===== src/rfp_pkg.sv =====
// Package: item types, phase encoding and frame constants for the reply frame parser.
`timescale 1ns / 1ps
`default_nettype none

package rfp_pkg;

   localparam int DEFAULT_MAX_CAPACITY = 32;
   localparam int CAPACITY_W            = 6;
   localparam logic [CAPACITY_W-1:0] CAPACITY_RESET = 6'd32;

   localparam logic [7:0] MARK_BEGIN = 8'hE0;
   localparam logic [7:0] MARK_END   = 8'hEE;
   localparam logic [7:0] REPLY_BIT  = 8'h80;
   localparam logic [6:0] OP_MASK    = 7'h7F;

   localparam logic FUNC_START = 1'b0;
   localparam logic FUNC_BYTE  = 1'b1;

   localparam logic [1:0] KIND_DATA   = 2'd0;
   localparam logic [1:0] KIND_DONE   = 2'd1;
   localparam logic [1:0] KIND_BAD_OP = 2'd2;
   localparam logic [1:0] KIND_BAD_END = 2'd3;

   typedef enum logic [2:0] {
      PH_IDLE       = 3'd0,
      PH_WAIT_BEGIN = 3'd1,
      PH_OPCODE     = 3'd2,
      PH_COUNT      = 3'd3,
      PH_LEN        = 3'd4,
      PH_DATA       = 3'd5,
      PH_END        = 3'd6
   } phase_type;

   typedef struct packed {
      logic       func;
      logic [6:0] expected_op;
      logic [7:0] rx_byte;
   } req_type;

   typedef struct packed {
      logic [1:0] kind;
      logic [7:0] data;
      logic [4:0] index;
   } rsp_type;

endpackage

`default_nettype wire


===== src/rfp_in_stage.sv =====
// Input register: holds one request item until the parser takes it.
`timescale 1ns / 1ps
`default_nettype none

module rfp_in_stage (
   input  wire logic             clock,
   input  wire logic             reset,
   input  wire logic             req_valid,
   output logic                  req_stall,
   input  wire rfp_pkg::req_type req_item,
   input  wire logic             advance,
   output logic                  item_valid,
   output rfp_pkg::req_type      item
);
   import rfp_pkg::*;

   logic    valid_ff, valid_in;
   req_type item_ff;
   logic    accept;

   assign req_stall  = valid_ff & ~advance;
   assign accept     = req_valid & ~req_stall;
   assign item_valid = valid_ff;
   assign item       = item_ff;

   always_comb begin
      if (accept) begin
         valid_in = 1'b1;
      end else if (advance) begin
         valid_in = 1'b0;
      end else begin
         valid_in = valid_ff;
      end
   end

   always_ff @(posedge clock) begin
      if (reset) begin
         valid_ff <= 1'b0;
      end else begin
         valid_ff <= valid_in;
      end
   end

   always_ff @(posedge clock) begin
      if (accept) begin
         item_ff <= req_item;
      end
   end

endmodule

`default_nettype wire


===== src/rfp_parser.sv =====
// Frame parser: phase and counter registers with the per-byte next-state logic.
`timescale 1ns / 1ps
`default_nettype none

module rfp_parser #(
   parameter int MAX_CAPACITY = rfp_pkg::DEFAULT_MAX_CAPACITY
) (
   input  wire logic                            clock,
   input  wire logic                            reset,
   input  wire logic                            advance,
   input  wire rfp_pkg::req_type                item,
   input  wire logic [rfp_pkg::CAPACITY_W-1:0]  capacity,
   output logic                                 res_valid,
   output rfp_pkg::rsp_type                     res
);
   import rfp_pkg::*;

   localparam int CW   = $clog2(MAX_CAPACITY + 1);
   localparam int CMPW = (CW > CAPACITY_W) ? CW : CAPACITY_W;

   phase_type     phase_ff, phase_in;
   logic [6:0]    op_ff, op_in;
   logic [7:0]    params_ff, params_in;
   logic [7:0]    pbytes_ff, pbytes_in;
   logic [CW-1:0] space_ff, space_in;
   logic [CW-1:0] wpos_ff, wpos_in;

   logic [CMPW-1:0] cap_ext, max_ext, cap_sat;
   logic [7:0]      b, params_dec, pbytes_dec;

   assign cap_ext = CMPW'(capacity);
   assign max_ext = CMPW'(MAX_CAPACITY);
   assign cap_sat = (cap_ext > max_ext) ? max_ext : cap_ext;
   assign b       = item.rx_byte;

   always_comb begin
      phase_in   = phase_ff;
      op_in      = op_ff;
      params_in  = params_ff;
      pbytes_in  = pbytes_ff;
      space_in   = space_ff;
      wpos_in    = wpos_ff;
      res_valid  = 1'b0;
      res        = '0;
      params_dec = (params_ff == 8'd0) ? 8'd0 : params_ff - 8'd1;
      pbytes_dec = (pbytes_ff == 8'd0) ? 8'd0 : pbytes_ff - 8'd1;

      if (item.func == FUNC_START) begin
         op_in     = item.expected_op & OP_MASK;
         phase_in  = PH_WAIT_BEGIN;
         params_in = 8'd0;
         pbytes_in = 8'd0;
         space_in  = CW'(cap_sat);
         wpos_in   = '0;
      end else begin
         case (phase_ff)
            PH_WAIT_BEGIN: begin
               if (b == MARK_BEGIN) begin
                  phase_in = PH_OPCODE;
               end
            end
            PH_OPCODE: begin
               if (b == ({1'b0, op_ff} | REPLY_BIT)) begin
                  phase_in = PH_COUNT;
               end else begin
                  phase_in  = PH_IDLE;
                  res_valid = 1'b1;
                  res.kind  = KIND_BAD_OP;
               end
            end
            PH_COUNT: begin
               params_in = b;
               phase_in  = (b == 8'd0) ? PH_END : PH_LEN;
            end
            PH_LEN: begin
               pbytes_in = b;
               if (b == 8'd0) begin
                  params_in = params_dec;
                  phase_in  = (params_dec == 8'd0) ? PH_END : PH_LEN;
               end else begin
                  phase_in = PH_DATA;
               end
            end
            PH_DATA: begin
               if (space_ff != '0) begin
                  res_valid = 1'b1;
                  res.kind  = KIND_DATA;
                  res.data  = b;
                  res.index = 5'(wpos_ff);
                  wpos_in   = wpos_ff + CW'(1);
                  space_in  = space_ff - CW'(1);
               end
               pbytes_in = pbytes_dec;
               if (pbytes_dec == 8'd0) begin
                  params_in = params_dec;
                  phase_in  = (params_dec == 8'd0) ? PH_END : PH_LEN;
               end
            end
            PH_END: begin
               phase_in  = PH_IDLE;
               res_valid = 1'b1;
               res.kind  = (b == MARK_END) ? KIND_DONE : KIND_BAD_END;
            end
            default: begin
               phase_in = PH_IDLE;
            end
         endcase
      end
   end

   always_ff @(posedge clock) begin
      if (reset) begin
         phase_ff  <= PH_IDLE;
         op_ff     <= '0;
         params_ff <= '0;
         pbytes_ff <= '0;
         space_ff  <= '0;
         wpos_ff   <= '0;
      end else if (advance) begin
         phase_ff  <= phase_in;
         op_ff     <= op_in;
         params_ff <= params_in;
         pbytes_ff <= pbytes_in;
         space_ff  <= space_in;
         wpos_ff   <= wpos_in;
      end
   end

endmodule

`default_nettype wire


===== src/rfp_out_stage.sv =====
// Output register: holds one result item until the receiver takes it.
`timescale 1ns / 1ps
`default_nettype none

module rfp_out_stage (
   input  wire logic             clock,
   input  wire logic             reset,
   input  wire logic             item_valid,
   input  wire logic             res_valid,
   input  wire rfp_pkg::rsp_type res,
   output logic                  advance,
   output logic                  rsp_valid,
   input  wire logic             rsp_stall,
   output rfp_pkg::rsp_type      rsp_item
);
   import rfp_pkg::*;

   logic    valid_ff, valid_in;
   rsp_type item_ff;
   logic    free;
   logic    load;

   assign free      = ~valid_ff | ~rsp_stall;
   assign advance   = item_valid & free;
   assign load      = advance & res_valid;
   assign rsp_valid = valid_ff;
   assign rsp_item  = item_ff;

   always_comb begin
      if (free) begin
         valid_in = load;
      end else begin
         valid_in = valid_ff;
      end
   end

   always_ff @(posedge clock) begin
      if (reset) begin
         valid_ff <= 1'b0;
      end else begin
         valid_ff <= valid_in;
      end
   end

   always_ff @(posedge clock) begin
      if (load) begin
         item_ff <= res;
      end
   end

endmodule

`default_nettype wire


===== src/module_reply_frame_parser.sv =====
// Top level: reply frame parser with capacity register, input and output registers.
`timescale 1ns / 1ps
`default_nettype none

// Parses a wireless module's serial reply frame one received byte per item. A start
// item (func 0) arms the parser with the sent opcode and loads the buffer space from
// the capacity register, saturated to MAX_CAPACITY; a capacity write takes effect at
// the next start item. Byte items (func 1) then yield at most one result each: a
// stored data byte with its buffer index, frame done, wrong reply opcode or bad end
// marker. One item is taken every cycle while no stalled result holds the parser; an
// item passes through the input register, then the result register, before its result
// is presented, and a stalled result holds the parser while the input register
// still takes one further item. No start-up sweep.
module module_reply_frame_parser #(
   parameter int MAX_CAPACITY = rfp_pkg::DEFAULT_MAX_CAPACITY
) (
   input  wire logic                            clock,
   input  wire logic                            reset,
   input  wire logic                            req_valid,
   output logic                                 req_stall,
   input  wire rfp_pkg::req_type                req_item,
   output logic                                 rsp_valid,
   input  wire logic                            rsp_stall,
   output rfp_pkg::rsp_type                     rsp_item,
   input  wire logic                            csr_wr_en,
   input  wire logic [rfp_pkg::CAPACITY_W-1:0]  csr_wr_data
);
   import rfp_pkg::*;

   logic [CAPACITY_W-1:0] capacity_ff;
   logic                  advance;
   logic                  item_valid;
   req_type               item;
   logic                  res_valid;
   rsp_type               res;

   always_ff @(posedge clock) begin
      if (reset) begin
         capacity_ff <= CAPACITY_RESET;
      end else if (csr_wr_en) begin
         capacity_ff <= csr_wr_data;
      end
   end

   rfp_in_stage u_in (
      .clock      (clock),
      .reset      (reset),
      .req_valid  (req_valid),
      .req_stall  (req_stall),
      .req_item   (req_item),
      .advance    (advance),
      .item_valid (item_valid),
      .item       (item)
   );

   rfp_parser #(
      .MAX_CAPACITY (MAX_CAPACITY)
   ) u_parser (
      .clock     (clock),
      .reset     (reset),
      .advance   (advance),
      .item      (item),
      .capacity  (capacity_ff),
      .res_valid (res_valid),
      .res       (res)
   );

   rfp_out_stage u_out (
      .clock      (clock),
      .reset      (reset),
      .item_valid (item_valid),
      .res_valid  (res_valid),
      .res        (res),
      .advance    (advance),
      .rsp_valid  (rsp_valid),
      .rsp_stall  (rsp_stall),
      .rsp_item   (rsp_item)
   );

endmodule

`default_nettype wire


===== config.mk =====
export PLATFORM = sky130hd
export DESIGN_NAME = module_reply_frame_parser
export DESIGN_NICKNAME = d
export VERILOG_FILES = /design/src/rfp_pkg.sv /design/src/rfp_in_stage.sv /design/src/rfp_parser.sv /design/src/rfp_out_stage.sv /design/src/module_reply_frame_parser.sv
export SDC_FILE = /design/constraint.sdc
export NUM_CORES = 1
export LEC_CHECK = 0
export BUFFER_PORTS_ARGS = -buffer_cell sky130_fd_sc_hd__buf_2
export CORE_ASPECT_RATIO = 1.2
export CORE_UTILIZATION = 50
export CTS_BUF_LIST = sky130_fd_sc_hd__clkbuf_16
export CTS_CLUSTER_DIAMETER = 200
export CTS_CLUSTER_SIZE = 28
export DETAILED_ROUTE_END_ITERATION = 12
export PLACE_DENSITY_LB_ADDON = 0.25
export SLEW_MARGIN = 20
export SYNTH_ARGS = -nofsm -noshare
export SYNTH_HDL_FRONTEND = slang
export SYNTH_HIERARCHICAL = 1
export SYNTH_SLANG_ARGS = --single-unit

===== constraint.sdc =====
create_clock -name clock -period 3 [get_ports clock]
set_input_delay 0.3 -clock clock [delete_from_list [all_inputs] [get_ports clock]]
set_output_delay 0.3 -clock clock [all_outputs]
set_load 0.01 [all_outputs]

Yosys cells after proc, flatten, opt, wreduce, memory -nomap -nowiden

Cells that the tools add are included.

Bits in registers: 77
Bits of input ports: 27
Output and inout port bits: 17
Word-level logic and storage cells: 91

Add/sub/neg operators: 4
Magnitude comparators: 1
Equal/unequal tests: 16
Mux-type cells: 32
Bitwise gates (word level): 10
Reduce and logical (&&, ||, !) cells: 13

Operator list:

| operator                                                            | number |
|---|---|
| 8-bit 2-to-1 mux                                                    | 6 |
| 6-bit 2-to-1 mux                                                    | 7 |
| 8-bit logical NOT                                                   | 5 |
| 8-bit case mux with 3 select lines                                  | 1 |
| 8-bit == test (second input constant)                               | 2 |
| 8-bit case mux with 2 select lines                                  | 1 |
| 8-bit by 1-bit subtractor with 8-bit output (second input constant) | 2 |
| 3-bit case mux with 5 select lines                                  | 1 |
| 3-bit 2-to-1 mux                                                    | 4 |
| 2-bit 2-to-1 mux                                                    | 5 |
| 3-bit == test (second input constant)                               | 3 |
| 3-bit by 2-bit != test with 1-bit output (second input constant)    | 3 |
| 3-bit AND reduction                                                 | 3 |
| 8-bit == test                                                       | 1 |
| 6-bit by 1-bit adder with 6-bit output (second input constant)      | 1 |
| 3-bit by 2-bit == test with 1-bit output (second input constant)    | 2 |
| 6-bit > comparator (second input constant)                          | 1 |
| 2-bit case mux with 3 select lines                                  | 1 |
| 6-bit nonzero test                                                  | 1 |
| 6-bit by 1-bit subtractor with 6-bit output (second input constant) | 1 |
| 1-bit 2-to-1 mux                                                    | 5 |
| 1-bit NOT                                                           | 5 |
| 1-bit AND                                                           | 4 |
| 2-bit by 1-bit != test with 1-bit output (second input constant)    | 2 |
| other kinds (8)                                                     | 9 |

Logic depth before layout (Yosys ltp)

Word-level depth: 8
Depth in mapped cells: 8
Mapped depth without buffers: 7

Cells and area by module

Netlist, hierarchy kept.

By module, submodules not included:

| module                    | times used | cells an instance | area each (um2) | seq. area each (um2) |
|---|---|---|---|---|
| rfp_parser                | 1          | 359               | 2,713.9         | 740.7 |
| rfp_in_stage              | 1          | 20                | 530.5           | 500.5 |
| rfp_out_stage             | 1          | 21                | 494.2           | 470.5 |
| module_reply_frame_parser | 1          | 19                | 217.7           | 120.1 |

Worst setup path after synthesis

OpenSTA, ideal clock, no wires.

Path type: reg-to-reg
From: register u_parser.phase_ff[1]
To: register u_out.item_ff, in the netlist u_out/rsp_item[0] (enable)
Library setup time: 0.392 ns
Arrival time: 2.334 ns
Data required time: 2.608 ns
Setup slack: 0.274 ns
Stages on the path, launching flop included: 9
Buffers on the path: 3
Clock period less this slack: 2.726 ns
Path through: dfxtp_1 -> clkbuf_1 -> nand3b_1 -> a31oi_1 -> clkbuf_1 -> clkbuf_1 -> o21a_1 -> nand2_1 -> a21oi_1

Longest elaborated chain between the ends: 4
Elaborated cells on any way between the ends: 6
Classes of those cells: eq/ne: 3; mux: 2; bitwise: 1

RTL lines:

| what                                                                      | line                            | text |
|---|---|---|
| from (decl)                                                               | rfp_parser.sv:21                | `phase_type phase_ff, phase_in;` |
| from (signal assigned)                                                    | rfp_parser.sv:120               | `phase_ff <= phase_in;` |
| 3-bit == test or 3-bit by 2-bit == test with 1-bit output (tied branches) | rfp_parser.sv:56                | `case (phase_ff)` |
| 1-bit case mux with 3 select lines *                                      | rfp_parser.sv:56                |  |
| 1-bit 2-to-1 mux *                                                        | rfp_parser.sv:48                | `if (item.func == FUNC_START) begin` |
| named net res_valid                                                       | module_reply_frame_parser.sv:34 | `logic res_valid;` |
| 1-bit AND *                                                               | rfp_out_stage.sv:25             | `assign load = advance & res_valid;` |
| named net u_out.load                                                      | rfp_out_stage.sv:21             | `logic load;` |
| to (signal assigned)                                                      | rfp_out_stage.sv:47             | `item_ff <= res;` |
| to (decl)                                                                 | rfp_out_stage.sv:19             | `rsp_type item_ff;` |

Mark *: on every way through the listed nets, which the timed path passes. The rest lies on a longest branch.
A chain may end at the register's enable or synchronous reset.

Worst setup path in the final report

From: register u_in.item_ff, in the netlist u_in/item[0]
To: register u_out.item_ff, in the netlist u_out/rsp_item[7] (enable)

Longest elaborated chain between the ends: 5

RTL lines:

| what                               | line                            | text |
|---|---|---|
| from (decl)                        | rfp_in_stage.sv:18              | `req_type item_ff;` |
| from (signal assigned)             | rfp_in_stage.sv:46              | `item_ff <= req_item;` |
| 8-bit == test                      | rfp_parser.sv:63                | `if (b == ({1'b0, op_ff} \| REPLY_BIT)) begin` |
| 1-bit 2-to-1 mux                   | rfp_parser.sv:63                |  |
| 1-bit case mux with 3 select lines | rfp_parser.sv:56                |  |
| 1-bit 2-to-1 mux                   | rfp_parser.sv:48                |  |
| named net res_valid                | module_reply_frame_parser.sv:34 |  |
| 1-bit AND                          | rfp_out_stage.sv:25             |  |
| named net u_out.load               | rfp_out_stage.sv:21             |  |

The timed path passes the listed nets, and every way through them passes these cells.

==> impl_metrics.csv <==
group,metric,value,unit
power_and_ir_drop,ir_worst_vdd,0.3983,mV
run,maxCapViolations,0,
floorplanning,start_util,51.62,%
drt,ant_nets,0,
worst_hold_path,hold_end,"u_in/item[14]$_DFFE_PP_",
drt,highest_layer,"met4",
power_and_ir_drop,p_sw,0.0006399,W
clock_tree,cts_resized,0,
logic_synthesis,yosysUniqueCellTypes,69,
timing,fin_crit_sh,76.83,%
timing,fin_skew,0.008601,ns
power_and_ir_drop,power.density,552.8,nW/um^2
timing,rsz0062_at_grt,"false",
timing,max_freq,0.4339,GHz
worst_setup_path,worstPathRequired,3.08,ns
clock_tree,clkTransAtPathRegs,0.06,ns
grt,antenna_found_initial,0,
drt,vias_per_cell,5.897,
worst_setup_path,r2r-start,"u_in/item[0]$_DFFE_PP_",
timing,setup-tns-final,0,ns
clock_tree,numCtsBuffers,9,
grt,grt_max_degree,45,
timing,whs,0.1407,ns
grt,grt_pass1_wl,14.28,mm
floorplanning,pin_count,44,
cells_and_area,antenna_cells,0,
worst_setup_path,crit_arrival,2.38,ns
worst_setup_path,r2r_cells,8,
worst_setup_path,crit_path_start,"u_in/item[0]$_DFFE_PP_",
drt,drtPass1Iterations,5,
timing,slew_headroom,47.01,%
worst_setup_path,cp_common_cell,"nand2_1",
cells_and_area,drive_gt1_share,18.52,%
drt,wl_met1,3.935,mm
logic_synthesis,synth_ff_type,"dfxtp_1",
clock_tree,htree_levels,3,
floorplanning,die_h,99.44,um
drt,vias,3249,
clock_tree,clockRootBuffer,"clkbuf_16",
drt,wirelength,8.771,mm
logic_synthesis,yosys_warnings,6,
clock_tree,cts_setup_buffers,0,
grt,grt_pass1_vias,2909,
drt,dr.first_iter.drc_count,295,
drt,wire_per_inst,15.92,um
placed_design,dp.final_hpwl,6.005,mm
worst_hold_path,holdCritPathClass,"in2reg",
floorplanning,core-area,7664,um^2
drt,dr_wl_met3,457,um
logic_synthesis,ys_ff_latch,76,
worst_setup_path,r2r-end,"u_out/rsp_item[7]$_DFFE_PP_",
timing,worstMarginPinSlew,0.7948,ns
worst_setup_path,path_cells,"xnor2_1 > nand2_1 > nor4_1 > nor2b_1 > o21a_1 > nand2_1 > a21oi_1 > buf_4",
timing,report.final.slew_viol_count,0,
worst_hold_path,min_from,"req_item[14]",
worst_setup_path,crit_fanout,15,
worst_setup_path,cp_slowest_cell,"edfxtp_1",
clock_tree,cts_buffer_depth,2,
logic_synthesis,syn-cell-area,3956,um^2
power_and_ir_drop,switching_share,25.63,%
power_and_ir_drop,clkPwrFrac,41.9,%
worst_setup_path,startpoint_type,"register",
cells_and_area,area_delta_synth_final,14.14,%
logic_synthesis,synth_cells,419,
logic_synthesis,async_flop_share,0,%
drt,dr_wl_met2,4.195,mm
cells_and_area,fin_nets,487,
worst_setup_path,slowest_delay,0.57,ns
floorplanning,die_x,83.20,um
power_and_ir_drop,power_frac_comb,11.2,%
logic_synthesis,synth.avg_cell_area,9.442,um^2
placed_design,gp_congestion,0.8897,
power_and_ir_drop,seqPwrFrac,47.0,%
floorplanning,die-area,8273,um^2
timing,fin_crit,2.305,ns
timing,setup_viol,0,
worst_setup_path,crit_path_end_kind,"register",
clock_tree,holdBufCountCts,0,
floorplanning,num_rows,35,
clock_tree,cts_sinks,76,
timing,hold_viol,0,
placed_design,io_buffers,43,
worst_setup_path,criticalPathCategory,"reg2reg",
drt,route.detailed.drc,0,
clock_tree,cts_tree,"done",
logic_synthesis,synth-edff-count,31,
worst_setup_path,reg2reg_setup_slack,0.70,ns
grt,grt.total_usage,21.84,%
grt,grt_overflow,0,
power_and_ir_drop,intPower,0.001856,W
power_and_ir_drop,total_leakage_power,1.836,nW
status,outcome,"finished clean",
clock_tree,clk_latency,0.33,ns
logic_synthesis,synth_fp_nets,452,
worst_hold_path,holdPathStages,1,
logic_synthesis,synth-seq-area-share,46.30,%
==> power by group through the flow <==
stage | Clock [W] | Sequential [W] | Combinational, W
2_1_floorplan | 0 | 0.00116 | 0.000228
6_report | 0.00104 | 0.00117 | 0.000279
3_3_place_gp | 0 | 0.00119 | 0.000270
4_1_cts | 0.00106 | 0.00117 | 0.000278
5_1_grt | 0.00111 | 0.00118 | 0.000310
3_5_place_dp | 0 | 0.00119 | 0.000276
==> stage by stage <==
stage / power [W] / instance area (um^2) / setup slack (ns) / instances / util [%]
final: 0.002496 / 4516 / 0.6951 / 551 / 58.92
after global routing: 0.002598 / 4516 / 0.5609 / 551 / 58.92
after CTS: 0.002507 / 4516 / 0.7230 / 551 / 58.92
after detailed placement: 0.001469 / 4222 / 0.7470 / 535 / 55.09
after global placement: 0.001463 / 4222 / 0.7398 / 535 / 55.09
after floorplan: 0.001390 / 3956 / 0.2738 / 419 / -
==> final cells by class <==
class / instances / area [um^2]
fillers: 658 / 3148
multi-input cells: 305 / 1962
flip-flops and latches: 76 / 1832
repair buffers: 50 / 267.8
clock buffers: 10 / 250.2
well taps: 92 / 115.1
inverters: 12 / 45.04
clock inverters: 6 / 43.79
==> critical path, delay by kind of cell (launching register included) <==
kind | cells | cell delay [ns]
xor+xnor | 1 | 0.23
flops | 1 | 0.57
simple gates | 4 | 0.83
compound gates | 2 | 0.22
buf+inv | 1 | 0.20
==> synth_stat cells, drive strengths merged (4+ instances only) <==
cell type	instances	area, um^2
edfxtp	31	930.9
a31oi	4	25.02
o21ai	22	113.9
o211ai	5	42.54
nand3b	4	30.03
clkbuf	18	67.56
nor2	34	127.6
a21oi	25	125.1
xor2	4	35.03
nor2b	10	72.57
nor3	9	45.04
buf	8	50.05
nor3b	5	37.54
and2	5	33.78
a22oi	5	37.54
nand2	52	195.2
ha	6	75.07
or4	4	33.78
dfxtp	45	900.9
nor4	8	71.32
a211oi	4	35.03
xnor2	14	122.6
mux2i	11	110.1
a221oi	5	43.79
nand2b	10	62.56
and3	16	100.1
inv	12	45.04
==> worst max path at each step <==
stage | slack [ns] | to | cells past startpoint
finish | 0.70 | u_out/rsp_item[7]$_DFFE_PP_ | 8
global placement | 0.74 | u_out/rsp_item[14]$_DFFE_PP_ | 8
CTS | 0.72 | u_out/rsp_item[9]$_DFFE_PP_ | 8
floorplan | 0.27 | u_out/rsp_item[0]$_DFFE_PP_ | 8
global route | 0.56 | u_out/rsp_item[12]$_DFFE_PP_ | 8
detailed placement | 0.75 | u_out/rsp_item[12]$_DFFE_PP_ | 8
==> cell usage in the layout (no fill, tap or decap), types with 4 or more instances in the layout <==
| master | instances |
|---|---|
| a22oi_1 | 5 |
| mux2i_1 | 11 |
| o211ai_1 | 4 |
| nor3b_1 | 5 |
| buf_4 | 7 |
| xnor2_1 | 14 |
| inv_1 | 12 |
| nor3_1 | 9 |
| and2_1 | 4 |
| nor2_1 | 34 |
| o21ai_0 | 18 |
| and3_1 | 16 |
| edfxtp_1 | 31 |
| nor4_1 | 6 |
| clkbuf_16 | 10 |
| nand2_1 | 52 |
| xor2_1 | 4 |
| buf_2 | 43 |
| dfxtp_1 | 45 |
| ha_1 | 6 |
| a21oi_1 | 25 |
| nor2b_1 | 8 |
| nand2b_1 | 10 |
| nand3b_1 | 4 |
| a221oi_1 | 5 |
| a31oi_1 | 4 |
==> registers in the layout, indices dropped and copies added (netlist names) <==
| name | cells |
|---|---|
| u_parser/space_ff | 6 |
| capacity_ff | 6 |
| u_in/item | 16 |
| u_out/rsp_item | 15 |
| u_parser/params_ff | 8 |
| u_in/item_valid | 1 |
| u_out/rsp_valid | 1 |
| u_parser/phase_ff | 3 |
| u_parser/wpos_ff | 5 |
| u_parser/op_ff | 7 |
| u_parser/pbytes_ff | 8 |
==> kinds of logic (layout without fill, tap and decap cells) <==
group	after synthesis	count (layout)	share of synthesized area, %
XOR/XNOR	18	18	3.985
buffers and inverters	38	78	4.111
adder cells (fa/ha/maj)	6	6	1.897
flip-flops	76	76	46.30
AO/OA/AOI/OAI	93	93	15.88
AND/OR/NAND/NOR	174	174	24.00
multiplexers	14	14	3.827
==> routing by layer <==
layer | up-vias | global-route usage, %
li1 | 1592 | -
met1 | 1534 | 28.94
met2 | 106 | 35.56
met3 | 17 | 3.734
met4 | 0 | 9.019
met5 | - | 0
Power figures use the tool's default switching activity.
